$ cat src/design/wbmmr_pkg.sv
`timescale 1ns / 1ps
// ----------------------------------------------------------------------------
// wbmmr_pkg: shared definitions of the waveform bucket summary block
// Widths, register indexes, state types and the word that travels from the
// accumulating front end, through the queue, to the root-mean-square unit.
// ----------------------------------------------------------------------------
package wbmmr_pkg;

  // Track partitioning.
  localparam int BUCKETS      = 2048;
  localparam int BUCKET_W     = 11;             // log2 of BUCKETS
  localparam int CB_W         = BUCKET_W + 1;   // span counter, holds BUCKETS itself
  localparam int MAX_CHANNELS = 8;
  localparam int CHAN_W       = 3;
  localparam int CC_W         = 4;

  // Datapath widths.
  localparam int FRAME_W  = 41;
  localparam int SAMPLE_W = 24;
  localparam int SQ_SHIFT = 14;
  localparam int SQ_W     = 32;
  localparam int SUM_W    = 64;
  localparam int ROOT_W   = 32;
  localparam int RMS_W    = 17;
  localparam int SPAN_W   = CB_W + FRAME_W - BUCKET_W;  // span end bound
  localparam int JNUM_W   = FRAME_W + BUCKET_W + 1;     // relocation dividend
  localparam int QUO_W    = CB_W;                       // relocation quotient

  // Configuration port.
  localparam int CFG_W     = 41;
  localparam int CFG_IDX_W = 1;
  localparam logic [CFG_IDX_W-1:0] CFG_TOTAL_FRAMES  = 1'b0;
  localparam logic [CFG_IDX_W-1:0] CFG_CHANNEL_COUNT = 1'b1;
  localparam logic [FRAME_W-1:0]   TOTAL_FRAMES_RST  = 41'd2048;
  localparam logic [CC_W-1:0]      CHANNEL_COUNT_RST = 4'd2;

  // Accumulator reset values.
  localparam logic signed [SAMPLE_W-1:0] MIN_RESET = 24'sh7FFFFF;
  localparam logic signed [SAMPLE_W-1:0] MAX_RESET = 24'sh800000;

  // Queue between front and back.
  localparam int Q_DEPTH = 4;
  localparam int Q_PTR_W = 2;
  localparam int Q_LVL_W = 3;

  typedef enum logic [2:0] {
    F_IDLE,
    F_SETTLE,
    F_EVAL,
    F_DIV,
    F_EMIT
  } front_state_e;

  typedef enum logic [1:0] {
    B_IDLE,
    B_DIV,
    B_SQRT,
    B_OUT
  } back_state_e;

  // One channel summary of a closed span.
  typedef struct packed {
    logic [BUCKET_W-1:0]        bucket;
    logic [CHAN_W-1:0]          channel;
    logic signed [SAMPLE_W-1:0] minimum;
    logic signed [SAMPLE_W-1:0] maximum;
    logic [SUM_W-1:0]           square_sum;
    logic [FRAME_W-1:0]         span_len;
    logic                       last_bucket;
    logic                       last_track;
  } span_word_t;

  typedef struct packed {
    logic [Q_LVL_W-1:0] level;
    logic               full;
    logic               empty;
  } queue_stat_t;

endpackage

$ cat src/design/wbmmr_back.sv
`timescale 1ns / 1ps
// ----------------------------------------------------------------------------
// wbmmr_back: mean square and root unit
// Divides the square sum by the span length one bit a cycle, takes the
// integer square root two radicand bits a cycle, and holds the result word.
// ----------------------------------------------------------------------------
module wbmmr_back
  import wbmmr_pkg::*;
(
  input  logic                       clk_i,
  input  logic                       rst_ni,
  input  logic                       pop_valid_i,
  output logic                       pop_stall_o,
  input  span_word_t                 pop_word_i,
  output logic                       out_valid_o,
  input  logic                       out_stall_i,
  output logic [BUCKET_W-1:0]        bucket_index_o,
  output logic [CHAN_W-1:0]          channel_o,
  output logic signed [SAMPLE_W-1:0] minimum_o,
  output logic signed [SAMPLE_W-1:0] maximum_o,
  output logic [RMS_W-1:0]           rms_o,
  output logic                       last_of_bucket_o,
  output logic                       last_of_track_o
);

  back_state_e state_q, state_d;

  span_word_t          word_q;
  logic [SUM_W-1:0]    dvd_q;
  logic [FRAME_W-1:0]  drem_q;
  logic [5:0]          dcnt_q;
  logic [SUM_W-1:0]    rad_q;
  logic [ROOT_W+1:0]   srem_q;
  logic [ROOT_W-1:0]   root_q;
  logic [4:0]          scnt_q;

  logic                take;
  logic [FRAME_W:0]    dtrial;
  logic                dbit;
  logic [ROOT_W+3:0]   strial;
  logic [ROOT_W+1:0]   sgoal;
  logic                sbit;

  assign pop_stall_o = (state_q != B_IDLE);
  assign take        = pop_valid_i & ~pop_stall_o;

  // Restoring division step.
  assign dtrial = {drem_q, dvd_q[SUM_W-1]};
  assign dbit   = (dtrial >= {1'b0, word_q.span_len});

  // Square root step on the next two radicand bits.
  assign strial = {srem_q, rad_q[SUM_W-1:SUM_W-2]};
  assign sgoal  = {root_q, 2'b01};
  assign sbit   = (strial >= (ROOT_W+4)'(sgoal));

  // Next state.
  always_comb begin
    state_d = state_q;
    unique case (state_q)
      B_IDLE: begin
        if (take) begin
          // A zero length span has a mean of zero.
          state_d = (pop_word_i.span_len == '0) ? B_SQRT : B_DIV;
        end
      end
      B_DIV: begin
        if (dcnt_q == '0) begin
          state_d = B_SQRT;
        end
      end
      B_SQRT: begin
        if (scnt_q == '0) begin
          state_d = B_OUT;
        end
      end
      B_OUT: begin
        if (!out_stall_i) begin
          state_d = B_IDLE;
        end
      end
      default: state_d = B_IDLE;
    endcase
  end

  // Result word.
  always_comb begin
    out_valid_o      = (state_q == B_OUT);
    bucket_index_o   = word_q.bucket;
    channel_o        = word_q.channel;
    minimum_o        = word_q.minimum;
    maximum_o        = word_q.maximum;
    rms_o            = root_q[RMS_W-1:0];
    last_of_bucket_o = word_q.last_bucket;
    last_of_track_o  = word_q.last_track;
  end

  always_ff @(posedge clk_i or negedge rst_ni) begin
    if (!rst_ni) begin
      state_q <= B_IDLE;
    end else begin
      state_q <= state_d;
    end
  end

  // Arithmetic registers.
  always_ff @(posedge clk_i) begin
    unique case (state_q)
      B_IDLE: begin
        if (take) begin
          word_q <= pop_word_i;
          dvd_q  <= pop_word_i.square_sum;
          drem_q <= '0;
          dcnt_q <= 6'(SUM_W - 1);
          rad_q  <= '0;
          srem_q <= '0;
          root_q <= '0;
          scnt_q <= 5'(ROOT_W - 1);
        end
      end
      B_DIV: begin
        drem_q <= dbit ? FRAME_W'(dtrial - {1'b0, word_q.span_len})
                       : dtrial[FRAME_W-1:0];
        dvd_q  <= {dvd_q[SUM_W-2:0], dbit};
        dcnt_q <= dcnt_q - 6'd1;
        if (dcnt_q == '0) begin
          rad_q <= {dvd_q[SUM_W-2:0], dbit};
        end
      end
      B_SQRT: begin
        srem_q <= sbit ? (ROOT_W+2)'(strial - (ROOT_W+4)'(sgoal))
                       : strial[ROOT_W+1:0];
        root_q <= {root_q[ROOT_W-2:0], sbit};
        rad_q  <= rad_q << 2;
        scnt_q <= scnt_q - 5'd1;
      end
      B_OUT: ;
      default: ;
    endcase
  end

endmodule

$ cat config.mk
export PLATFORM = sky130hd
export DESIGN_NAME = wbmmr_back
export DESIGN_NICKNAME = d
export VERILOG_FILES = /design/src/design/wbmmr_pkg.sv /design/src/design/wbmmr_back.sv
export SDC_FILE = /design/constraint.sdc
export NUM_CORES = 1
export LEC_CHECK = 0
export BUFFER_PORTS_ARGS = -buffer_cell sky130_fd_sc_hd__clkbuf_2
export CAP_MARGIN = 30
export CORE_MARGIN = 5
export CORE_UTILIZATION = 59
export CTS_CLUSTER_SIZE = 30
export DETAILED_ROUTE_END_ITERATION = 8
export PLACE_DENSITY = 0.87
export SYNTH_ARGS = -nofsm -noshare
export SYNTH_HDL_FRONTEND = slang
export SYNTH_SLANG_ARGS = --single-unit
$ cat constraint.sdc
create_clock -name clk_i -period 22.8 [get_ports clk_i]
set_clock_uncertainty 0.1 [all_clocks]
set_input_delay 3.42 -clock clk_i [delete_from_list [all_inputs] [get_ports clk_i]]
set_output_delay 3.42 -clock clk_i [all_outputs]
set_load 0.05 [all_outputs]
==> results by group <==
Setup path
  – Critical Path Fanout Max: 4
  – CP endpoint kind: output port
  – Slowest library cell on the worst path: dfrtp_1
  – CP most frequent cell: inv_1
  – Critical path type: reg -> out
  – CP max stage delay: 0.43 ns
  – Startpoint Class: register
  – Crit-path cells: inv_1 -> ha_1 -> inv_1 -> clkbuf_2
  – Critical Path RT: 19.28 ns
  – Critical Path AT: 1.85 ns

GRT
  – Vias in the first global route: 13.4k
  – Initial antenna violation count: 0
  – Pin count of the biggest net entering global routing: 82
  – GRT Residual Overflow: 0
  – Total global-route track usage: 21.6%
  – First-pass GRT wire length: 64.7 mm

Clock tree
  – Post-CTS sizing: 0
  – Cts bufs inserted: 38
  – Clk sinks: 353
  – CTS tree: done
  – Clk slew on worst S/H paths: 0.06 ns
  – Clock Latency Late Sink: 0.53 ns
  – CTS H-tree lvls: 2
  – Root buf cell: clkbuf_16
  – Clock Tree Buf Depth: 3
  – Cts hold-fix bufs: 0
  – Post-CTS Setup Bufs: 0

Finish
  – Area Overhead vs Synth: 12.3%
  – Post-layout util: 67.4%
  – Final std cells w/o fill: 2,331
  – N_diodes: 0
  – Final net count: 2,158
  – Layout cells sized above 1: 17.9%

STA
  – Max Freq: 186 MHz
  – Fraction of the cycle the final worst path needs: 23.6%
  – Final setup fails: 0
  – TNS Setup: 0 ns
  – Count of final max-slew check failures: 0
  – RSZ-0062 raised after global routing: false
  – PnR worst setup slack: 17.43 ns
  – Final hold vios: 0
  – Min cycle time layout: 5.37 ns
  – Slew @ Worst Pin: 0.952 ns
  – Slew HR: 36.5%

Logic synthesis
  – Syn nets: 1,991
  – Seq cells post-synth: 353
  – Cell taking the most area after synthesis: edfxtp_1
  – Top area cells in the synthesized netlist: edfxtp_1, ha_1, nand2_1
  – Mapped Cells: 1,734
  – Post-synth top flop: edfxtp_1
  – Syn_area_per_cell: 11.0 um2
  – Synth async-reset ratio: 0.567%
  – Cell Area, Synth: 19,000 um2
  – Area share of the largest cell type after synthesis: 55.5%
  – Distinct cells, synth: 74
  – Post-synth EDFFs: 351
  – Synth Warn #: 0
  – Sequential area share after synthesis: 55.7%

Drt
  – Wire per inst: 17.1 um
  – DR pass1 iterations: 6
  – Vias: 13.2k
  – Detail Route Antenna Nets: 0
  – Total wire length: 39.8 mm
  – Residual DRC: 0
  – 1st-iter DRT viols: 1,136
  – Vias per cell: 5.67

Die
  – Horiz. Die Dim: 189 um
  – Die area: 35,900 um2
  – Die Y: 189 um
  – Initial Utilization: 60.1%
  – # rows: 65
  – Core footprint: 31,600 um2
  – # IOs: 256

Power and ir drop
  – Pwr dens: 159 nW/um2
  – Peak VDD IR: 0.0845 mV
  – Static leakage: 8.97 nW
  – Pwr Total: 3.40 mW

Placed design
  – IO Port Bufs: 255
  – Placed cells: 2,261
  – Hpwl dp: 28.2 mm
  – Routability congestion estimate: 0.906
  – Dpl ws: 17.14 ns

Hold path
  – Min-delay worst type: reg -> reg

Job
  – Max-Cap Viols: 0

Run status
  – Outcome: finished clean
-- area by class of cell --
cell class                 instances  area [um2]
tap                              402         503
clock buffer                      50        1010
multi-input combinational       1070        6960
timing repair buffer             269        1430
inverter                         169         637
sequential                       353       10600
clock inverter                    18         204
fill                            2352       10300
-- Yosys cell counts, drive strengths merged (21+ instances only) --
library cell and count:
a21boi 67, nand3 26, nand2 184, o21ai 115
mux2i 53, nor2 137, inv 168, edfxtp 351
a21oi 73, ha 83, xor2 21, nor3 24
a21o 46, xnor2 42, buf 99, clkbuf 43
-- per-stage QoR --
stage / hold WS (ns) / area (um2)
5_1_grt: 0.481 / 21300
4_1_cts: 0.449 / 21300
3_5_place_dp: 0.435 / 20100
6_report: 0.445 / 21300
3_3_place_gp: 0.425 / 20000
2_1_floorplan: 0.397 / 19000
-- registers in the layout (all words and copies together), names as in the netlist --
signal / flops
state_q: 2
minimum_o: 24
dcnt_q: 6
dvd_q: 64
channel_o: 3
bucket_index_o: 11
drem_q: 41
srem_q: 34
last_of_track_o: 1
root_q: 32
word_q: 41
maximum_o: 24
scnt_q: 5
rad_q: 64
last_of_bucket_o: 1
-- placed cells by master, fill, tap and decap left out, types with 16 or more instances in the layout --
cell type / synthesis / layout
a21boi_0: 67 / 67
a21o_1: 46 / 46
a21oi_1: 71 / 71
and3_1: 16 / 16
clkbuf_16: 0 / 38
clkbuf_2: 0 / 255
edfxtp_1: 351 / 351
ha_1: 83 / 80
inv_1: 167 / 166
mux2i_1: 53 / 53
nand2_1: 184 / 184
nand3_1: 26 / 26
nor2_1: 137 / 136
nor3_1: 24 / 24
o21ai_0: 111 / 109
xnor2_1: 42 / 42
xor2_1: 21 / 21
-- routing by layer --
layer | global-route usage (%) | part of all wire, % | vias up
met5 | 0 | 0 | -
met4 | 5.98 | 2.4 | 0
met3 | 3.47 | 6.3 | 73
met2 | 37.0 | 48 | 443
met1 | 28.9 | 44 | 6241
li1 | - | - | 6457
-- report_power, final --
part	total, mW	internal, mW	leakage, nW	switching (mW)
clock	0.593	0.347	0.587	0.246
sequential	1.19	1.09	3.41	0.0974
combinational	1.62	0.585	4.97	1.03
-- worst max-delay path: cells and delay by family (launching register included) --
kind,cells,cell delay [ns]
adders and majority gates,1,0.37
buffers and inverters,3,0.53
DFF,1,0.43
-- cell families (layout without fill, tap and decap cells) --
group,after synthesis,count (layout),synth area share [%]
mux,54,54,2.85
simple gates,471,471,11.1
compound gates,398,398,13.9
buf+inv,311,506,7.94
flops,353,353,55.7
fa+ha+maj,84,84,5.57
xor+xnor,63,63,2.90
-- path summary, 6_finish.rpt --
path                                   startpoint                       end  slack [ns]  cells after the start
min reg2reg                   dvd_q[59]$_DFFE_PP_       dvd_q[60]$_DFFE_PP_        0.44                      2
max in group asynchronous                  rst_ni    state_q[0]$_DFFE_PN0P_       19.87                      1
max                        state_q[0]$_DFFE_PN0P_               pop_stall_o       17.43                      4
min in group asynchronous                  rst_ni    state_q[1]$_DFFE_PN0P_        2.60                      1
min                           dvd_q[59]$_DFFE_PP_       dvd_q[60]$_DFFE_PP_        0.44                      2
max reg2reg                   dvd_q[63]$_DFFE_PP_  drem_q[20]$_SDFFCE_PN0P_       18.37                     14
No activity file was read; power rests on OpenSTA's default activity.
