===== src/design/wbmmr_pkg.sv =====
`timescale 1ns / 1ps
// ----------------------------------------------------------------------------
// wbmmr_pkg: shared definitions of the waveform bucket summary block
// Widths, register indexes, state types and the word that travels from the
// accumulating front end, through the queue, to the root-mean-square unit.
// ----------------------------------------------------------------------------
package wbmmr_pkg;

  // Track partitioning.
  localparam int BUCKETS      = 2048;
  localparam int BUCKET_W     = 11;             // log2 of BUCKETS
  localparam int CB_W         = BUCKET_W + 1;   // span counter, holds BUCKETS itself
  localparam int MAX_CHANNELS = 8;
  localparam int CHAN_W       = 3;
  localparam int CC_W         = 4;

  // Datapath widths.
  localparam int FRAME_W  = 41;
  localparam int SAMPLE_W = 24;
  localparam int SQ_SHIFT = 14;
  localparam int SQ_W     = 32;
  localparam int SUM_W    = 64;
  localparam int ROOT_W   = 32;
  localparam int RMS_W    = 17;
  localparam int SPAN_W   = CB_W + FRAME_W - BUCKET_W;  // span end bound
  localparam int JNUM_W   = FRAME_W + BUCKET_W + 1;     // relocation dividend
  localparam int QUO_W    = CB_W;                       // relocation quotient

  // Configuration port.
  localparam int CFG_W     = 41;
  localparam int CFG_IDX_W = 1;
  localparam logic [CFG_IDX_W-1:0] CFG_TOTAL_FRAMES  = 1'b0;
  localparam logic [CFG_IDX_W-1:0] CFG_CHANNEL_COUNT = 1'b1;
  localparam logic [FRAME_W-1:0]   TOTAL_FRAMES_RST  = 41'd2048;
  localparam logic [CC_W-1:0]      CHANNEL_COUNT_RST = 4'd2;

  // Accumulator reset values.
  localparam logic signed [SAMPLE_W-1:0] MIN_RESET = 24'sh7FFFFF;
  localparam logic signed [SAMPLE_W-1:0] MAX_RESET = 24'sh800000;

  // Queue between front and back.
  localparam int Q_DEPTH = 4;
  localparam int Q_PTR_W = 2;
  localparam int Q_LVL_W = 3;

  typedef enum logic [2:0] {
    F_IDLE,
    F_SETTLE,
    F_EVAL,
    F_DIV,
    F_EMIT
  } front_state_e;

  typedef enum logic [1:0] {
    B_IDLE,
    B_DIV,
    B_SQRT,
    B_OUT
  } back_state_e;

  // One channel summary of a closed span.
  typedef struct packed {
    logic [BUCKET_W-1:0]        bucket;
    logic [CHAN_W-1:0]          channel;
    logic signed [SAMPLE_W-1:0] minimum;
    logic signed [SAMPLE_W-1:0] maximum;
    logic [SUM_W-1:0]           square_sum;
    logic [FRAME_W-1:0]         span_len;
    logic                       last_bucket;
    logic                       last_track;
  } span_word_t;

  typedef struct packed {
    logic [Q_LVL_W-1:0] level;
    logic               full;
    logic               empty;
  } queue_stat_t;

endpackage


===== src/design/wbmmr_queue.sv =====
`timescale 1ns / 1ps
// ----------------------------------------------------------------------------
// wbmmr_queue: short queue of span words
// Decouples the accumulating front end from the root-mean-square unit.
// ----------------------------------------------------------------------------
module wbmmr_queue
  import wbmmr_pkg::*;
(
  input  logic        clk_i,
  input  logic        rst_ni,
  input  logic        push_valid_i,
  output logic        push_stall_o,
  input  span_word_t  push_word_i,
  output logic        pop_valid_o,
  input  logic        pop_stall_i,
  output span_word_t  pop_word_o,
  output queue_stat_t stat_o
);

  span_word_t         mem_q [Q_DEPTH];
  logic [Q_PTR_W-1:0] wr_ptr_q, rd_ptr_q;
  logic [Q_LVL_W-1:0] level_q;
  logic               push_fire, pop_fire;
  logic               full, empty;

  assign full      = (level_q == Q_LVL_W'(Q_DEPTH));
  assign empty     = (level_q == '0);
  assign push_fire = push_valid_i & ~full;
  assign pop_fire  = ~empty & ~pop_stall_i;

  assign push_stall_o = full;
  assign pop_valid_o  = ~empty;
  assign pop_word_o   = mem_q[rd_ptr_q];

  assign stat_o.level = level_q;
  assign stat_o.full  = full;
  assign stat_o.empty = empty;

  // Pointers and fill level.
  always_ff @(posedge clk_i or negedge rst_ni) begin
    if (!rst_ni) begin
      wr_ptr_q <= '0;
      rd_ptr_q <= '0;
      level_q  <= '0;
    end else begin
      if (push_fire) begin
        wr_ptr_q <= wr_ptr_q + Q_PTR_W'(1);
      end
      if (pop_fire) begin
        rd_ptr_q <= rd_ptr_q + Q_PTR_W'(1);
      end
      if (push_fire && !pop_fire) begin
        level_q <= level_q + Q_LVL_W'(1);
      end else if (!push_fire && pop_fire) begin
        level_q <= level_q - Q_LVL_W'(1);
      end
    end
  end

  // Word storage.
  always_ff @(posedge clk_i) begin
    if (push_fire) begin
      mem_q[wr_ptr_q] <= push_word_i;
    end
  end

endmodule


===== config.mk =====
export PLATFORM = sky130hd
export DESIGN_NAME = wbmmr_queue
export DESIGN_NICKNAME = d
export VERILOG_FILES = /design/src/design/wbmmr_pkg.sv /design/src/design/wbmmr_queue.sv
export SDC_FILE = /design/constraint.sdc
export NUM_CORES = 1
export LEC_CHECK = 0
export ABC_AREA = 1
export BUFFER_PORTS_ARGS = -buffer_cell sky130_fd_sc_hd__clkbuf_2
export CAP_MARGIN = 20
export CORE_MARGIN = 3
export CORE_UTILIZATION = 60
export DETAILED_ROUTE_END_ITERATION = 6
export GPL_TIMING_DRIVEN = 0
export HOLD_SLACK_MARGIN = 0.06
export PLACE_DENSITY = 0.82
export SYNTH_ARGS = -nofsm -noshare
export SYNTH_HDL_FRONTEND = slang
export SYNTH_SLANG_ARGS = --single-unit
export TNS_END_PERCENT = 5

===== constraint.sdc =====
create_clock -name clk_i -period 26.5 [get_ports clk_i]
set_input_delay 5.3 -clock clk_i [delete_from_list [all_inputs] [get_ports clk_i]]
set_output_delay 5.3 -clock clk_i [all_outputs]
set_load 0.05 [all_outputs]

==> results.cfg, run 1 <==
[sta]
clock.fmax_ghz = 0.1274
fin_tns_setup_ps = 0
min_period_ps = 7851
hold_viol = 0
setup_viol = 0
max-slew-margin-rel_pct = 45.30
final_max_slew_viol_count = 0
period_share_pct = 29.62
skew_ps = 19.08
rsz0062_at_grt = no
tightestPinTransition_ps = 818.6

[setup_path]
cp_data_arrival_time_ps = 2550
crit_type = flip-flop to output pin
start_kind = flip-flop
worst-path-max-fanout = 10
cp.required_ps = 21200
slowest_stage = dfrtp_1
cp_cell_sequence = buf_4 -> inv_2 -> buf_4 -> buf_2 -> o211ai_1 -> nand2_1 -> clkbuf_2
cp-end-kind = output pin
slowest_delay_ps = 370
r2r_cells = 7
crit_top_cell = buf_4
worst-r2r-setup-slack_ps = 23640
r2r_start = level_q[0]
timing.rr.end = mem_q[0][108]

[drt]
vias = 17470
drt_wl_total_um = 64120
postRouteAntennaNets = 0
drc = 0
drt_iter0_drc = 1579
wl_per_cell_um = 20.50
drt-vias-per-instance = 5.587
drtPass1Iterations = 5

[finish]
layout.cells.non_filler = 3127
fin_nets = 2658
area_growth_pct = 19.35
drive_above_1_share_pct = 22.17

[yosys]
synth_ff_type = edfxtp_1
synth-seq-cells = 683
synth_cell_types = 18
synth_edf_count = 676
synth_top_area_share_pct = 74.83
synthMuxAreaShare_pct = 0
synth_most_common_cell = edfxtp_1
synth_area_per_cell_um2 = 13.33
synth_area_um2 = 27130
async_flop_share_pct = 1.025
synth_area_leaders = edfxtp_1 75%, o211ai_1 9.1%, nand2_1 7.2%, inv_1 4.9%, buf_2 0.92%
synthCells = 2035
synth_nets = 2214
synth-xor-area-share_pct = 0.03228
synthAdderAreaFrac_pct = 0.3044
synth_compound_area_share_pct = 9.556
netlist_top_cells_count = 676 x edfxtp_1, 523 x nand2_1, 354 x inv_1
synth_top_family_by_area = compound AO/OA/AOI/OAI gates
yosysSeqAreaShare_pct = 75.47
synthSimpleGateAreaFrac_pct = 7.458
yosys_warnings = 0
synth_top_cell_by_area = edfxtp_1

[clock_network]
cts_tree = done
numCtsBuffers = 67
h-tree-depth = 3
cts_resized = 0
insertion_delay_ps = 590
cts_max_path_buffers = 3
ctsHoldBuffers = 0
cts_setup_buffers = 0
cts-root-buf = clkbuf_16
cts.sinks = 683
clk_pin_slew_ps = 60

[global_routing]
antenna_found_initial = 5
grt_usage_pct = 26.77
grt.overflow.total = 0
grt_max_degree = 30
grt_pass1_vias = 17460
grt_pass1_wl_um = 96570

[placement]
gp_congestion = 0.8008
dp_cells = 3002
io_buffers = 348
dp_hpwl_um = 41390

[floorplanning]
fp.coreArea_um2 = 44410
die_x_um = 218.6
io_pins = 349
dieArea_um2 = 47800
rows = 77
die_y_um = 218.6
start_util_pct = 61.08

[min_path]
hp-start = rd_ptr_q[0]
min_path_cells = 2
hp-class = flip-flop to flip-flop
hold_end = rd_ptr_q[0]

[job]
cap_violations = 0

[status]
outcome = complete, no violations
## worst max-delay path: cells and delay by family (launching register included)
kind,cells,cell delay [ps]
AOI/OAI and AO/OA,1,140
buffers and inverters,5,1320
DFF,1,370
and+or+nand+nor,1,120
## sequential cells by signal (all words and copies together) (netlist names)
name,flops
rd_ptr_q,2
mem_q,676
wr_ptr_q,2
level_q,3
## metrics by stage
stage	setup slack, ps	util (%)	hold slack [ps]	area (um^2)
4_1_cts	18610	72.87	527.8	32360
3_3_place_gp	7601	66.67	479.6	29610
2_1_floorplan	13340	-	462.2	27130
6_report	18650	72.90	531.4	32380
3_5_place_dp	18990	68.06	512.7	30230
5_1_grt	18550	72.87	556.6	32360
## area by class of cell
cell class,instances,area [um^2]
plain buffers,114,610.6
repair buffers,375,2327
multi-input cells,882,4737
diodes,5,12.51
clock buffers,83,1799
flip-flops and latches,683,20470
inverters,356,1336
clock inverters,37,339.1
fillers,2703,12040
well taps,592,740.7
## logic make-up (layout without fill, tap and decap cells)
kind of cell,count (synthesis),after routing
AOI/OAI and AO/OA,339,339
xor gates and xnor gates,1,1
adders and majority gates,6,6
buffers and inverters,470,965
DFF,683,683
other,0,5
and+or+nand+nor,536,536
## layout by cell type, fill, tap and decap left out, drive strengths merged, types with 7 or more instances in the layout
cell,n
edfxtp,676
nand2,523
clkbuf,469
inv,360
o211ai,338
buf,103
clkinv,26
nand3,7
dfrtp,7
## routing by layer
| metal | up-vias | wire length [um] | GRT usage, % |
|---|---|---|---|
| met5 | - | 46 | 0 |
| met4 | 8 | 2046 | 9.785 |
| met3 | 149 | 6571 | 6.758 |
| met2 | 838 | 31790 | 44.93 |
| met1 | 8454 | 23660 | 34.10 |
| li1 | 8022 | - | - |
## worst max-delay path by stage
stage                            start         endpoint  slack [ps]  cells past startpoint
final                      rd_ptr_q[1]  pop_word_o[103]       18650                      7
after global routing       rd_ptr_q[1]  pop_word_o[103]       18550                      7
after CTS                  rd_ptr_q[1]  pop_word_o[148]       18610                      6
after detailed placement  push_valid_i     mem_q[0][92]       18990                      6
after global placement    push_valid_i     mem_q[0][84]        7600                      3
after floorplan           push_valid_i      mem_q[0][0]       13340                      2
Power of run 1 is not shown: default switching activity piles up to over one toggle a cycle in this logic, so the estimate is an artifact.
==> run 2: changes to the inputs <==
--- a/config.mk
+++ b/config.mk
@@ -9,11 +9,11 @@
 export BUFFER_PORTS_ARGS = -buffer_cell sky130_fd_sc_hd__clkbuf_2
 export CAP_MARGIN = 20
 export CORE_MARGIN = 3
-export CORE_UTILIZATION = 60
+export CORE_UTILIZATION = 52
 export DETAILED_ROUTE_END_ITERATION = 6
 export GPL_TIMING_DRIVEN = 0
 export HOLD_SLACK_MARGIN = 0.06
-export PLACE_DENSITY = 0.82
+export PLACE_DENSITY = 0.76
 export SYNTH_ARGS = -nofsm -noshare
 export SYNTH_HDL_FRONTEND = slang
 export SYNTH_SLANG_ARGS = --single-unit
==> constraint.sdc (replaced) <==
create_clock -name clk_i -period 6.6 [get_ports clk_i]
set_input_delay 1.32 -clock clk_i [delete_from_list [all_inputs] [get_ports clk_i]]
set_output_delay 1.32 -clock clk_i [all_outputs]
set_load 0.05 [all_outputs]
==> results.cfg, run 2 (synthesis gave the netlist of run 1 again) <==
[status]
outcome = complete, no violations

[placement]
gp_congestion = 0.8009
io_buffers = 348
place_area_um2 = 30330
dp_hpwl_um = 42330

[finish]
final_util_pct = 63.63
largest_reg_flops = 676
area_growth_pct = 20.81
top_register = mem_q
top_regs = mem_q (676), level_q (3)
final_common_cell = edfxtp_1
fin_area_um2 = 32770
drive_above_1_share_pct = 22.74
fin_nets = 2663
layout_common_cells = 676 x edfxtp_1, 523 x nand2_1, 354 x inv_1

[pwr]
sw_frac_of_total_pct = 44.76
p_switching_mw = 8.067
p_leak_nw = 13.38
clock_power_share_pct = 22.7
pwr-share-comb_pct = 44.7
seqPwrFrac_pct = 32.6
power_density_nw_per_um2 = 550.0
intPower_mw = 9.957
finalPower_mw = 18.02
peakVddDrop_mv = 0.4249

[clock_network]
insertion_delay_ps = 600
ctsHoldBuffers = 0
cts-root-buf = clkbuf_16
cts_max_path_buffers = 3
clk_pin_slew_ps = 60
h-tree-depth = 3
cts_setup_buffers = 0
cts_tree = done
cts.sinks = 683
numCtsBuffers = 72
cts_resized = 0

[sta]
min_period_ps = 3920
clock.fmax_ghz = 0.2551
rsz0062_at_grt = no
max-slew-margin-rel_pct = 48.67
tightestPinTransition_ps = 768.1
final_max_slew_viol_count = 0
skew_ps = 10.84
hold_viol = 0
period_share_pct = 59.39
setup_viol = 0

[global_routing]
grt.overflow.total = 0
grt_pass1_vias = 17060
grt_max_degree = 30
grt_pass1_wl_um = 97080
grt_usage_pct = 23.44
antenna_found_initial = 10

[drt]
postRouteAntennaNets = 0
drt-vias-per-instance = 5.317
wl_per_cell_um = 20.28
drt_iter0_drc = 1234
drc = 0
vias = 17160
drt_wl_total_um = 65440
drtPass1Iterations = 5

[floorplanning]
die_y_um = 234.4
rows = 83
start_util_pct = 52.67
fp.coreArea_um2 = 51510
io_pins = 349
dieArea_um2 = 54950
die_x_um = 234.4

[job]
cap_violations = 0

[setup_path]
worst-r2r-setup-slack_ps = 3810
start_kind = flip-flop
worst-path-max-fanout = 10
cp_data_arrival_time_ps = 2600
crit_top_cell = buf_4
crit_type = flip-flop to output pin
cp_top_family = buffers and inverters
cp_cell_sequence = buf_4 -> inv_2 -> buf_4 -> buf_2 -> o211ai_1 -> nand2_1 -> clkbuf_2
path_buf_inv = 5
slowest_stage = dfrtp_1
cp-end-kind = output pin
slowest_delay_ps = 360
cp.required_ps = 5280

[min_path]
hp-class = flip-flop to flip-flop
run 2: cell count changes in the layout (fill, tap and decap cells not counted), sizes merged:
cell / delta
inv: -2
bufinv: +4
clkinvlp: +3
clkinv: +1
clkbuf: +6
run 2: worst min-delay path, cell delays in order (launching register included):
cell and delay, ps:
dfrtp_1 360, nand2_1 60, nand2_1 50
run 2: power by group through the flow:
stage	Sequential, mW	Clock, mW	Combinational, mW
2_1_floorplan	6.20	0	5.55
6_report	5.87	4.10	8.06
4_1_cts	5.87	4.16	8.10
3_3_place_gp	6.36	0	7.70
5_1_grt	5.92	4.36	8.57
3_5_place_dp	5.96	0	8.07
run 2: final timing paths:
check	start	end	cells past startpoint
max in group asynchronous	rst_ni	rd_ptr_q[0]	1
min in group asynchronous	rst_ni	rd_ptr_q[1]	1
setup reg to reg	level_q[0]	mem_q[1][118]	7
hold reg to reg	rd_ptr_q[0]	rd_ptr_q[0]	2
setup / recovery	rd_ptr_q[1]	pop_word_o[54]	7
hold / removal	rd_ptr_q[0]	rd_ptr_q[0]	2
run 2: through the flow:
stage,hold WS (ps),setup TNS [ps],worst slack (ps),cells
global placement,476.8,-5764760,-8678,3063
detailed placement,502.3,0,3060,3090
finish,508.3,0,2680,3227
global route,547.4,0,2561,3226
CTS,516.7,0,2618,3222
floorplan,462.2,-1741850,-2577,2035
run 2: metal layers:
| layer | vias up | share of wire [%] | GRT usage (%) |
|---|---|---|---|
| li1 | 8033 | - | - |
| met1 | 8321 | 38 | 29.46 |
| met2 | 674 | 50 | 39.46 |
| met3 | 117 | 9.2 | 6.607 |
| met4 | 12 | 2.6 | 7.947 |
| met5 | - | 0.12 | 0 |
run 2: area by class of cell:
type,instances,area [um^2]
timing repair buffer,375,2320
antenna,5,12.51
sequential,683,20470
inverter,356,1336
multi-input combinational,882,4737
clock inverter,43,471.7
clock buffer,89,1961
buffer,114,610.6
tap,680,850.8
fill,3682,18740
Power figures use the tool's default switching activity.
==> run 3: changes to the inputs <==
==> constraint.sdc (replaced) <==
create_clock -name clk_i -period 3.2 [get_ports clk_i]
set_input_delay 0.64 -clock clk_i [delete_from_list [all_inputs] [get_ports clk_i]]
set_output_delay 0.64 -clock clk_i [all_outputs]
set_load 0.05 [all_outputs]
==> results.cfg, run 3 (synthesis gave the netlist of run 1 again) <==
[global_routing]
antenna_found_initial = 12
grtUsageMet1_pct = 29.03
use_met3_pct = 6.752
grt_max_degree = 30
gr-usage-met2_pct = 40.03
grt_pass1_wl_um = 97180
grt_usage_pct = 23.48
grt_pass1_vias = 17320
grt.overflow.total = 0
grt_most_used_layer = met2

[sta]
final_max_slew_viol_count = 0
setup_viol = 0
period_share_pct = 97.45
min_period_ps = 3118
max-slew-margin-rel_pct = 43.08
worst_slack_ps = 81.59
hold_viol = 0
clock.fmax_ghz = 0.3207
tightestPinTransition_ps = 851.8
whs_ps = 258.5
skew_ps = 19.70
rsz0062_at_grt = yes

[drt]
drt_wl_total_um = 65230
postRouteAntennaNets = 0
drc = 0
drtPass1Iterations = 5
wl_per_cell_um = 20.21
drt_iter0_drc = 1224
vias = 17280
drt-vias-per-instance = 5.353

[finish]
final_common_cell = edfxtp_1
top_register = mem_q
area_growth_pct = 20.93
fin_nets = 2662
drive_above_1_share_pct = 22.95
top_regs = mem_q (676), level_q (3)
largest_reg_flops = 676
layout.cells.non_filler = 3228
fin_area_um2 = 32810
layout_common_cells = 676 x edfxtp_1, 522 x nand2_1, 352 x inv_1

[setup_path]
cp-end-kind = output pin
cp_top_family = buffers and inverters
path_buf_inv = 5
slowest_delay_ps = 360
cp.required_ps = 2560
r2r_cells = 7
cp_num_cells = 7
worst-path-max-fanout = 10
start_kind = flip-flop
cp_cell_sequence = buf_4 -> inv_2 -> buf_6 -> buf_2 -> o211ai_1 -> nand2_1 -> clkbuf_2
crit_type = flip-flop to output pin
slowest_stage = dfrtp_1
cp_data_arrival_time_ps = 2480

[clock_network]
cts.sinks = 683
cts_max_path_buffers = 3
insertion_delay_ps = 600
h-tree-depth = 3
cts-root-buf = clkbuf_16
cts_tree = done
numCtsBuffers = 70
clk_pin_slew_ps = 60

[placement]
gp_congestion = 0.7947
io_buffers = 348
dp_cells = 3090
dp_hpwl_um = 42310
place_area_um2 = 30350
pre_cts_ws_ps = 461.1

[floorplanning]
io_pins = 349
dieArea_um2 = 54950
die_x_um = 234.4
rows = 83
die_y_um = 234.4
fp.coreArea_um2 = 51510
start_util_pct = 52.67

[min_path]
min_path_cells = 1
hp-class = input port to flip-flop

[status]
outcome = complete, no violations

[job]
cap_violations = 0

[pwr]
power_density_nw_per_um2 = 1133
peakVddDrop_mv = 0.8985
p_leak_nw = 13.38
## run 3: cell count changes in the layout (fill, tap and decap cells not counted), sizes merged
cell,change
clkbuf,-3
diode,+3
inv,+3
buf,-2
clkinv,-2
bufinv,+1
dlygate4sd3,+1
## run 3: metrics by stage
step | TNS [ps] | power (mW) | util (%)
finish | 0 | 37.16 | 63.69
global route | -78.84 | 38.88 | 63.67
CTS | 0 | 37.37 | 63.61
detailed placement | 0 | 28.99 | 58.93
global placement | -1790020 | 28.54 | 57.82
floorplan | -377690 | 23.91 | -
## run 3: path summary, 6_finish.rpt
check                                 from  slack (ps)             end
setup reg to reg                level_q[0]         740    mem_q[3][84]
hold / removal             push_word_i[18]         260    mem_q[1][18]
max in group asynchronous           rst_ni        2530      level_q[0]
min in group asynchronous           rst_ni         470      level_q[2]
hold reg to reg                 level_q[0]         540      level_q[0]
setup / recovery               rd_ptr_q[1]          80  pop_word_o[48]
## run 3: final cells by class
| class | count | area, um^2 |
|---|---|---|
| Sequential cell | 683 | 20480 |
| Fill cell | 3738 | 18700 |
| Multi-Input combinational cell | 882 | 4766 |
| Timing Repair Buffer | 376 | 2330 |
| Clock buffer | 84 | 1889 |
| Inverter | 356 | 1336 |
| Tap cell | 680 | 850.8 |
| Buffer | 114 | 635.6 |
| Clock inverter | 45 | 501.7 |
| Antenna cell | 8 | 20.02 |
## run 3: power breakdown
group          internal, mW  switching [mW]  leakage (nW)  total, mW
clock network          5.05            3.32          1.16       8.36
logic                  3.76            12.9          5.95       16.7
registers              11.7           0.380          6.27       12.1
## run 3: layer usage
layer / wire (um) / part of all wire (%)
met2: 32910 / 50
met1: 24510 / 38
met3: 6128 / 9.4
met5: 115 / 0.18
met4: 1560 / 2.4
## run 3: worst register-to-register path, stage by stage, from the launching register on
cell	delay, ps
dfrtp_2	420
inv_2	70
nand3_4	100
nand2_8	90
nor2_4	660
buf_12	300
buf_12	250
buf_12	250
## run 3: what timing repair did
item                                    CTS  global route
hold buffers                              1             0
endpoints found under the setup margin   65            44
hold endpoints to repair                  7             0
resized for setup                         5            18
buffers inserted                          0             0
